==> src/design/gntg_pkg.sv <==
// Package for the grid normal and tangent generator.
// Holds item types, controller/datapath command structs, codes and shared functions.
// No dependencies.
package gntg_pkg;

	// Default parameter values.
	localparam int DEF_MAX_ROW_LENGTH = 64;
	localparam int DEF_MAX_ROW_COUNT  = 64;

	// Configuration port.
	localparam int CFG_W     = 7;
	localparam int CFG_IDX_W = 1;
	localparam logic [CFG_IDX_W-1:0] CFG_ROW_LENGTH = 1'd0;
	localparam logic [CFG_IDX_W-1:0] CFG_ROW_COUNT  = 1'd1;
	localparam logic [CFG_W-1:0] RESET_ROW_LENGTH = 7'd64;
	localparam logic [CFG_W-1:0] RESET_ROW_COUNT  = 7'd64;

	// Arithmetic widths.
	localparam int COORD_W  = 24;
	localparam int DIFF_W   = COORD_W + 1;
	localparam int PROD_W   = 2 * DIFF_W;
	localparam int ACC_W    = PROD_W + 1;
	localparam int OUT_W    = 32;
	localparam int INDEX_W  = 12;
	localparam int FRAC_W   = 16;
	localparam int SHIFT_W  = ACC_W + 1 - FRAC_W;
	localparam int ROUND_HALF = 32768;
	localparam int MUL_STEPS  = 7;
	localparam int NUM_COMP   = 3;
	localparam int DIV_ITER   = 33;
	localparam logic signed [OUT_W-1:0] SAT_POS = 32'sh7FFF_FFFF;
	localparam logic signed [OUT_W-1:0] SAT_NEG = 32'sh8000_0000;

	typedef struct packed {
		logic signed [COORD_W-1:0] pos_x;
		logic signed [COORD_W-1:0] pos_y;
		logic signed [COORD_W-1:0] pos_z;
		logic signed [COORD_W-1:0] tex_u;
		logic signed [COORD_W-1:0] tex_v;
	} in_item_t;

	typedef struct packed {
		logic [INDEX_W-1:0]      vertex_index;
		logic signed [OUT_W-1:0] normal_x;
		logic signed [OUT_W-1:0] normal_y;
		logic signed [OUT_W-1:0] normal_z;
		logic signed [OUT_W-1:0] tangent_x;
		logic signed [OUT_W-1:0] tangent_y;
		logic signed [OUT_W-1:0] tangent_z;
		logic                    degenerate;
		logic                    grid_done;
	} out_item_t;

	// Product pairs, each computed as a*b - c*d.
	typedef enum logic [2:0] {
		P_N0, P_N1, P_N2, P_DET, P_T0, P_T1, P_T2
	} pair_t;

	// Which neighbour set one result uses.
	typedef enum logic [1:0] {
		JOB_PREV, JOB_FIRST, JOB_OWN
	} job_t;

	typedef enum logic [3:0] {
		ST_IDLE, ST_RD_A, ST_RD_B, ST_LOAD, ST_DIFF, ST_MUL,
		ST_DIV_START, ST_DIV_WAIT, ST_EMIT, ST_WRITE
	} state_t;

	typedef struct packed {
		logic               load_cur;
		logic               rd_en;
		logic               latch_a;
		logic               latch_b;
		logic               diff_en;
		logic               mul_en;
		pair_t              mul_sel;
		logic               div_start;
		logic [1:0]         div_comp;
		logic               out_load;
		job_t               job;
		logic [INDEX_W-1:0] index;
		logic               grid_done;
		logic               wr_en;
	} dp_cmd_t;

	typedef struct packed {
		logic div_done;
		logic det_zero;
		logic out_free;
	} dp_sts_t;

	// Round a Q.32 cross product to nearest (ties up) in Q16.16 and saturate.
	function automatic logic signed [OUT_W-1:0] round_normal(input logic signed [ACC_W-1:0] v);
		logic signed [ACC_W:0]     biased;
		logic signed [SHIFT_W-1:0] shifted;
		biased  = (ACC_W+1)'(v) + (ACC_W+1)'(ROUND_HALF);
		shifted = SHIFT_W'(biased >>> FRAC_W);
		if ((&shifted[SHIFT_W-1:OUT_W-1]) || !(|shifted[SHIFT_W-1:OUT_W-1])) begin
			return shifted[OUT_W-1:0];
		end
		return shifted[SHIFT_W-1] ? SAT_NEG : SAT_POS;
	endfunction

endpackage

==> src/design/gntg_ctrl.sv <==
// Controller: configuration registers, vertex counter, window slot and the
// sequencer that drives the datapath. Depends on gntg_pkg.
module gntg_ctrl import gntg_pkg::*; #(
	parameter int MAX_ROW_LENGTH = DEF_MAX_ROW_LENGTH,
	parameter int MAX_ROW_COUNT  = DEF_MAX_ROW_COUNT,
	parameter int SLOT_W         = $clog2(MAX_ROW_LENGTH)
) (
	input  logic                 clk,
	input  logic                 arst_n,
	input  logic                 cfg_write_en,
	input  logic [CFG_IDX_W-1:0] cfg_index,
	input  logic [CFG_W-1:0]     cfg_data,
	input  logic                 in_valid,
	output logic                 in_ready,
	output dp_cmd_t              cmd,
	input  dp_sts_t              sts,
	output logic [SLOT_W-1:0]    rd_addr,
	output logic [SLOT_W-1:0]    wr_addr
);
	localparam int LEN_W  = $clog2(MAX_ROW_LENGTH + 1);
	localparam int ROWS_W = $clog2(MAX_ROW_COUNT + 1);
	localparam int GRID_W = $clog2(MAX_ROW_LENGTH * MAX_ROW_COUNT + 1);
	localparam int CNT_W  = $clog2(MAX_ROW_LENGTH * MAX_ROW_COUNT);
	localparam int AW     = ((SLOT_W > LEN_W) ? SLOT_W : LEN_W) + 1;

	state_t              state_q, state_d;
	logic [CFG_W-1:0]    row_length_q, row_count_q;
	logic [CNT_W-1:0]    n_q;
	logic [SLOT_W-1:0]   slot_q;
	logic                pend_prev_q, pend_first_q, pend_own_q, last_q;
	logic [2:0]          step_q;
	logic [1:0]          comp_q;
	logic [LEN_W-1:0]    len_l;
	logic [ROWS_W-1:0]   len_r;
	logic [GRID_W-1:0]   grid_len, last_start, nn, idx;
	logic                has_prev, has_first, has_own, is_last, more;
	job_t                job;
	logic [SLOT_W-1:0]   addr_a, addr_b;
	logic [GRID_W+INDEX_W-1:0] idx_ext;

	// Slot of the vertex that lies off places before the current one.
	function automatic logic [SLOT_W-1:0] back_slot(input logic [SLOT_W-1:0] base,
			input logic [LEN_W-1:0] off);
		logic [AW-1:0] b;
		logic [AW-1:0] o;
		b = AW'(base);
		o = AW'(off);
		if (b >= o) begin
			return SLOT_W'(b - o);
		end
		return SLOT_W'(b + AW'(MAX_ROW_LENGTH) - o);
	endfunction

	// Clamped grid geometry and the neighbour cases of the current vertex.
	always_comb begin
		if (row_length_q < CFG_W'(3)) begin
			len_l = LEN_W'(3);
		end else if (32'(row_length_q) > MAX_ROW_LENGTH) begin
			len_l = LEN_W'(MAX_ROW_LENGTH);
		end else begin
			len_l = LEN_W'(row_length_q);
		end
		if (row_count_q < CFG_W'(2)) begin
			len_r = ROWS_W'(2);
		end else if (32'(row_count_q) > MAX_ROW_COUNT) begin
			len_r = ROWS_W'(MAX_ROW_COUNT);
		end else begin
			len_r = ROWS_W'(row_count_q);
		end
		grid_len   = GRID_W'(len_l) * GRID_W'(len_r);
		last_start = grid_len - GRID_W'(len_l);
		nn         = GRID_W'(n_q);
		has_prev   = nn >= GRID_W'(len_l);
		has_own    = nn >= last_start + 1'b1;
		has_first  = nn == last_start + GRID_W'(2);
		is_last    = nn == grid_len - 1'b1;
	end

	// Current job, its read addresses and its result index.
	always_comb begin
		if (pend_prev_q) begin
			job = JOB_PREV;
		end else if (pend_first_q) begin
			job = JOB_FIRST;
		end else begin
			job = JOB_OWN;
		end
		case (job)
			JOB_PREV: begin
				addr_a = back_slot(slot_q, len_l);
				addr_b = back_slot(slot_q, len_l - 1'b1);
				idx    = nn - GRID_W'(len_l);
			end
			JOB_FIRST: begin
				addr_a = back_slot(slot_q, LEN_W'(2));
				addr_b = back_slot(slot_q, LEN_W'(1));
				idx    = last_start;
			end
			default: begin
				addr_a = back_slot(slot_q, LEN_W'(1));
				addr_b = back_slot(slot_q, len_l);
				idx    = nn;
			end
		endcase
		idx_ext = {INDEX_W'(0), idx};
		case (job)
			JOB_PREV: more = pend_first_q || pend_own_q;
			JOB_FIRST: more = pend_own_q;
			default: more = 1'b0;
		endcase
	end

	// Next state.
	always_comb begin
		state_d = state_q;
		case (state_q)
			ST_IDLE: begin
				if (in_valid) begin
					state_d = (has_prev || has_own) ? ST_RD_A : ST_WRITE;
				end
			end
			ST_RD_A: state_d = ST_RD_B;
			ST_RD_B: state_d = ST_LOAD;
			ST_LOAD: state_d = ST_DIFF;
			ST_DIFF: state_d = ST_MUL;
			ST_MUL: begin
				if (step_q == 3'(MUL_STEPS)) begin
					state_d = ST_DIV_START;
				end
			end
			ST_DIV_START: state_d = sts.det_zero ? ST_EMIT : ST_DIV_WAIT;
			ST_DIV_WAIT: begin
				if (sts.div_done) begin
					state_d = (comp_q == 2'(NUM_COMP - 1)) ? ST_EMIT : ST_DIV_START;
				end
			end
			ST_EMIT: begin
				if (sts.out_free) begin
					state_d = more ? ST_RD_A : ST_WRITE;
				end
			end
			ST_WRITE: state_d = ST_IDLE;
			default: state_d = ST_IDLE;
		endcase
	end

	// Datapath commands.
	always_comb begin
		cmd           = '0;
		cmd.job       = job;
		cmd.index     = idx_ext[INDEX_W-1:0];
		cmd.grid_done = (job == JOB_OWN) && last_q;
		cmd.div_comp  = comp_q;
		cmd.mul_sel   = pair_t'(step_q);
		in_ready      = 1'b0;
		rd_addr       = addr_a;
		case (state_q)
			ST_IDLE: begin
				in_ready     = 1'b1;
				cmd.load_cur = in_valid;
			end
			ST_RD_A: cmd.rd_en = 1'b1;
			ST_RD_B: begin
				cmd.rd_en   = 1'b1;
				cmd.latch_a = 1'b1;
				rd_addr     = addr_b;
			end
			ST_LOAD: cmd.latch_b = 1'b1;
			ST_DIFF: cmd.diff_en = 1'b1;
			ST_MUL: cmd.mul_en = step_q < 3'(MUL_STEPS);
			ST_DIV_START: cmd.div_start = !sts.det_zero;
			ST_EMIT: cmd.out_load = sts.out_free;
			ST_WRITE: cmd.wr_en = 1'b1;
			default: ;
		endcase
	end

	assign wr_addr = slot_q;

	// Control registers.
	always_ff @(posedge clk or negedge arst_n) begin
		if (!arst_n) begin
			state_q      <= ST_IDLE;
			row_length_q <= RESET_ROW_LENGTH;
			row_count_q  <= RESET_ROW_COUNT;
			n_q          <= '0;
			slot_q       <= '0;
			pend_prev_q  <= 1'b0;
			pend_first_q <= 1'b0;
			pend_own_q   <= 1'b0;
			last_q       <= 1'b0;
			step_q       <= '0;
			comp_q       <= '0;
		end else begin
			state_q <= state_d;
			// A configuration write restarts the grid.
			if (cfg_write_en) begin
				if (cfg_index == CFG_ROW_LENGTH) begin
					row_length_q <= cfg_data;
					n_q          <= '0;
					slot_q       <= '0;
				end else if (cfg_index == CFG_ROW_COUNT) begin
					row_count_q <= cfg_data;
					n_q         <= '0;
					slot_q      <= '0;
				end
			end
			case (state_q)
				ST_IDLE: begin
					if (in_valid) begin
						pend_prev_q  <= has_prev;
						pend_first_q <= has_first;
						pend_own_q   <= has_own;
						last_q       <= is_last;
					end
				end
				ST_DIFF: step_q <= '0;
				ST_MUL: begin
					step_q <= step_q + 1'b1;
					comp_q <= '0;
				end
				ST_DIV_WAIT: begin
					if (sts.div_done) begin
						comp_q <= comp_q + 1'b1;
					end
				end
				ST_EMIT: begin
					if (sts.out_free) begin
						case (job)
							JOB_PREV: pend_prev_q <= 1'b0;
							JOB_FIRST: pend_first_q <= 1'b0;
							default: pend_own_q <= 1'b0;
						endcase
					end
				end
				ST_WRITE: begin
					if (last_q) begin
						n_q    <= '0;
						slot_q <= '0;
					end else begin
						n_q    <= n_q + 1'b1;
						slot_q <= (slot_q == SLOT_W'(MAX_ROW_LENGTH - 1)) ? '0 : slot_q + 1'b1;
					end
				end
				default: ;
			endcase
		end
	end
endmodule

==> config.mk <==
export PLATFORM = sky130hd
export DESIGN_NAME = gntg_ctrl
export DESIGN_NICKNAME = d
export VERILOG_FILES = /design/src/design/gntg_pkg.sv /design/src/design/gntg_ctrl.sv
export SDC_FILE = /design/constraint.sdc
export NUM_CORES = 1
export LEC_CHECK = 0
export ABC_CLOCK_PERIOD_IN_PS = 9200
export BUFFER_PORTS_ARGS = -buffer_cell sky130_fd_sc_hd__buf_2
export CORE_MARGIN = 2
export CORE_UTILIZATION = 50
export CTS_BUF_LIST = sky130_fd_sc_hd__clkbuf_4 sky130_fd_sc_hd__clkbuf_8
export DETAILED_ROUTE_END_ITERATION = 10
export PLACE_DENSITY = 0.67
export SLEW_MARGIN = 20
export SYNTH_ARGS = -nofsm -noshare
export SYNTH_HDL_FRONTEND = slang
export SYNTH_SLANG_ARGS = --single-unit
==> constraint.sdc <==
create_clock -name clk -period 9.2 [get_ports clk]
set_clock_uncertainty 0.05 [all_clocks]
set_input_delay 1.84 -clock clk [delete_from_list [all_inputs] [get_ports clk]]
set_output_delay 1.84 -clock clk [all_outputs]
set_load 0.05 [all_outputs]
== After elaboration in Yosys (flattened, before gate mapping) ==
Cells that the tools add are included.

* $mul: 1
* Add/sub/neg operators: 19
* Bitwise gates (word level): 1
* Shift operators: 0
* Order comparisons: 11
* Divide/modulo/power cells: 0
* Reductions and logical operators: 20
* Eq/ne operators: 23
* Mux-type cells: 72

{| class="wikitable"
|+ Operators by type and width
! cell !! number
|-
| $mux W6 || 15
|-
| $mux W12 || 3
|-
| $pmux W4 S9 || 1
|-
| $mux W4 || 8
|-
| $mux W1 || 29
|-
| $mux W7 || 4
|-
| $eq A12 B13 Y1 || 2
|-
| $pmux W12 S2 || 1
|-
| $pmux W6 S2 || 2
|-
| $sub A6 B6 Y6 || 4
|-
| $eq A4 B3 Y1 const B || 4
|-
| $reduce_and A4 Y1 || 4
|-
| $ge A6 B7 Y1 || 2
|-
| $gt A7 B7 Y1 const B || 2
|-
| $lt A7 B2 Y1 const B || 2
|-
| $ne A2 B2 Y1 const B || 7
|-
| $add A13 B1 Y13 const B || 1
|-
| $add A13 B2 Y13 const B || 1
|-
| $ge A12 B13 Y1 || 1
|-
| $mul A7 B7 Y13 || 1
|-
| $sub A13 B1 Y13 const B || 1
|-
| $sub A13 B7 Y13 || 1
|-
| $add A12 B1 Y12 const B || 1
|-
| $add A6 B1 Y6 const B || 2
|-
| other kinds (30) || 48
|}

* Output and inout port bits: 42
* Bits in read-only memories: 0
* Memories: 0
* Input port bits: 15
* Latch bits: 0
* Bits in registers: 45
* RAM bits: 0
* Logic and storage cells: 158

== Logic depth before layout (Yosys ltp) ==
* Word-level depth: 11
* Mapped depth: 30
* Depth with buffers taken out: 27

== Least setup slack after synthesis ==
OpenSTA, ideal clock, no wires.

* Path kind: flip-flop to output port
* From: register row_length_q[3]
* To: output port cmd[12] (netlist bit)
* Required time: 7.310 ns
* Data arrival time: 6.427 ns
* Setup slack: 0.883 ns
* Path buffers: 1
* Stages on the path, launching flop included: 22
* Cell sequence: dfrtp_1 buf_2 nor4_2 nor2_1 nor2_1 inv_1 nor2_1 fa_1 ha_1 inv_1 fa_1 fa_1 inv_1 ha_1 xnor2_1 ha_1 o21a_1 a21oi_1 and2b_1 nor3b_1 xnor2_1 o21ai_0

{| class="wikitable"
|+ RTL lines
! what !! RTL line !! text
|-
| from (decl) || gntg_ctrl.sv:27 || <nowiki>logic [CFG_W-1:0] row_length_q, row_count_q;</nowiki>
|-
| from (signal assigned) || gntg_ctrl.sv:199 || <nowiki>row_length_q <= cfg_data;</nowiki>
|-
| to (decl) || gntg_ctrl.sv:15 || <nowiki>output dp_cmd_t cmd,</nowiki>
|}

==> impl_metrics.env <==
export IMPL_tightest_slew_ps=931
export IMPL_die_h_um=123
export IMPL_portBuffers=56
export IMPL_vias_per_cell=5.91
export IMPL_irDropWorstVdd_mv=0.167
export IMPL_crit_slowest_cell="fa_1"
export IMPL_grt_pass1_vias=5930
export IMPL_synth_edff_count=0
export IMPL_h_tree_depth=2
export IMPL_fp_dieArea_sq_mm=0.0150
export IMPL_max_stage_delay_ps=480
export IMPL_maxCapViolCount=0
export IMPL_tns_ps=0
export IMPL_drt_total_wl_um=18700
export IMPL_ys_seq_area_share_pct=16.1
export IMPL_cts_sinks=45
export IMPL_syn_area_per_cell_sq_um=8.04
export IMPL_min_from="pend_own_q$_DFFE_PN0P_"
export IMPL_fin_crit_ps=8630
export IMPL_worstSetupPathType="flip-flop to output port"
export IMPL_pin_count=57
export IMPL_layout_setup_ws_ps=569
export IMPL_async_reset_ff_share_pct=100
export IMPL_status="complete, no violations"
export IMPL_cts_tree="yes"
export IMPL_synth_distinct_cells=79
export IMPL_grt_setup_unrepaired="false"
export IMPL_finalCritPeriodShare_pct=93.8
export IMPL_track_usage_pct=25.7
export IMPL_cts_hold_buf=0
export IMPL_dp_cells=1068
export IMPL_die_x_um=123
export IMPL_clk_latency_ps=310
export IMPL_leakage_nw=3.55
export IMPL_synth_seq_cells=45
export IMPL_hpwlAfterDp_um=14500
export IMPL_fin_cells=1075
export IMPL_numCtsBuffers=5
export IMPL_antennaDiodeCount=0
export IMPL_final_max_slew_viol_count=0
export IMPL_synth_main_ff_cell="dfrtp_1"
export IMPL_worst_hold_path_type="flip-flop to flip-flop"
export IMPL_r2r_start="row_length_q[4]$_DFFE_PN0P_"
export IMPL_cts_root_buf="clkbuf_8"
export IMPL_ys_warn_count=0
export IMPL_dr_pass1_iters=7
export IMPL_overflow=0
export IMPL_postRouteAntennaNets=0
export IMPL_nNetsFinal=1016
export IMPL_place_area_sq_mm=0.00736
export IMPL_finalPower_mw=2.35
export IMPL_syn_nets=995
export IMPL_synth_cells=874
export IMPL_wire_per_inst_um=17.4
export IMPL_max_freq_mhz=116
export IMPL_path_clk_slew_ps=90
export IMPL_crit_top_cell="ha_1"
export IMPL_cts_max_path_buffers=2
export IMPL_via_count=6358
export IMPL_p_per_area_mw_per_mm2=314
export IMPL_routabilityCongestion=0.861
export IMPL_netlist_area_sq_mm=0.00702
export IMPL_antenna_found_initial=0
export IMPL_crit_chain="nor4_2 > nor2_1 > nor2_2 > inv_1 > nor2_1 > fa_1 > ha_1 > ha_1 > fa_1 > ha_1 > xor2_1 > ha_1 > o21a_1 > a21oi_1 > o21ai_0 > nor2_1 > nor4bb_1 > xnor2_1 > o22a_1 > o21ai_0 > buf_2"
export IMPL_crit_required_ps=7310
export IMPL_syn_to_final_growth_pct=6.41
export IMPL_drt_iter0_drc=430
export IMPL_layout_drive_gt1_share_pct=11.3
export IMPL_dpl_worst_slack_ps=795
export IMPL_design_core_area_sq_mm=0.0138
export IMPL_setup_violations=0
export IMPL_holdWs_ps=497
export IMPL_final_util_pct=54.1
export IMPL_final_area_sq_mm=0.00747
export IMPL_start_kind="flip-flop"
export IMPL_grt_max_degree=46
export IMPL_remaining_drc_errors=0
export IMPL_finalHoldViolCount=0
export IMPL_endpoint_kind="output port"
export IMPL_placementRows=43
export IMPL_start_util_pct=50.8
export IMPL_maxSlewHeadroom_pct=38.0
export IMPL_grt_first_pass_wirelength_um=30700
export IMPL_cp_startpoint="row_length_q[4]$_DFFE_PN0P_"
export IMPL_cp_arrival_ps=6740
export IMPL_cp_max_fo=10
==> state kept, by name, summed over array words and instances, names as in the netlist <==
signal / cells
n_q: 12
pend_first_q: 1
pend_own_q: 1
step_q: 3
comp_q: 2
wr_addr: 6
last_q: 1
row_count_q: 7
row_length_q: 7
pend_prev_q: 1
state_q: 4
==> cells in the mapped netlist (12+ instances only) <==
cell / instances / area share (%)
nand3_1: 20 / 1.4
a211oi_1: 12 / 1.3
mux2_2: 15 / 2.4
xnor2_1: 48 / 6.0
a21o_1: 12 / 1.3
o21ai_0: 62 / 4.4
fa_1: 27 / 7.7
nor3_1: 20 / 1.4
dfrtp_1: 43 / 15
a21oi_1: 58 / 4.1
inv_1: 60 / 3.2
ha_1: 79 / 14
or3_1: 14 / 1.2
nor2_1: 74 / 4.0
clkbuf_1: 36 / 1.9
nand2b_1: 15 / 1.3
xor2_1: 32 / 4.0
nand2_1: 71 / 3.8
==> cell usage in the layout (no fill, tap or decap), types with 12 or more instances in the layout <==
cell	n
ha_1	79
nor2_1	72
nand2_1	71
o21ai_0	62
inv_1	60
a21oi_1	58
buf_2	55
xnor2_1	48
dfrtp_1	43
xor2_1	32
fa_1	27
nand3_1	20
nor3_1	20
nand2b_1	15
mux2_2	15
or3_1	14
a21o_1	12
a211oi_1	12
==> what timing repair did <==
action / 4_1_cts / 5_1_grt
buffers inserted: 0 / 0
gates resized for setup: 0 / 1
setup endpoints to repair: 0 / 2
==> final timing paths <==
kind / end / slack, ps / depth (start not counted)
worst max-delay path: cmd[13] / 570 / 21
max in group asynchronous: step_q[0]$_DFFE_PN0P_ / 7210 / 1
worst max register to register: pend_own_q$_DFFE_PN0P_ / 1240 / 25
worst min register to register: pend_own_q$_DFFE_PN0P_ / 500 / 1
min in group asynchronous: row_count_q[0]$_DFFE_PN0P_ / 1480 / 1
worst min-delay path: pend_own_q$_DFFE_PN0P_ / 500 / 1
==> final cells by class <==
cell class | instances | area, sq um
timing repair buffer | 59 | 305
clock inverter | 2 | 35.0
tap | 180 | 225
clock buffer | 5 | 68.8
inverter | 60 | 225
fill | 1365 | 6350
sequential | 45 | 1130
multi-input combinational | 724 | 5490
==> report_power, final <==
group | internal (mW) | switching (mW) | total [mW]
combinational | 0.707 | 1.18 | 1.89
clock | 0.0791 | 0.0718 | 0.151
sequential | 0.228 | 0.0773 | 0.306
total | 1.01 | 1.33 | 2.35
==> worst max-delay path: cells and delay by family (launching register included) <==
| family | cells | cell delay (ps) |
|---|---|---|
| fa+ha+maj | 6 | 2280 |
| xor+xnor | 2 | 660 |
| compound gates | 5 | 900 |
| flops | 1 | 470 |
| simple gates | 6 | 1590 |
| buf+inv | 2 | 530 |
==> cell families after synthesis <==
kind of cell    after synthesis  share of synthesized area, %
buf+inv                     105                          5.90
compound gates              220                          20.0
xor+xnor                     84                          11.3
mux                          24                          3.69
flops                        45                          16.1
simple gates                290                          21.3
fa+ha+maj                   106                          21.8
==> per-layer routing <==
layer | up-vias | GRT usage, % | wire length, um
met5 | - | 0 | 0
li1 | 3146 | - | -
met3 | 17 | 1.67 | 651
met2 | 154 | 43.7 | 8980
met4 | 0 | 6.03 | 265
met1 | 3041 | 35.6 | 8810
Note: power is estimated with default switching activity, not from simulation.
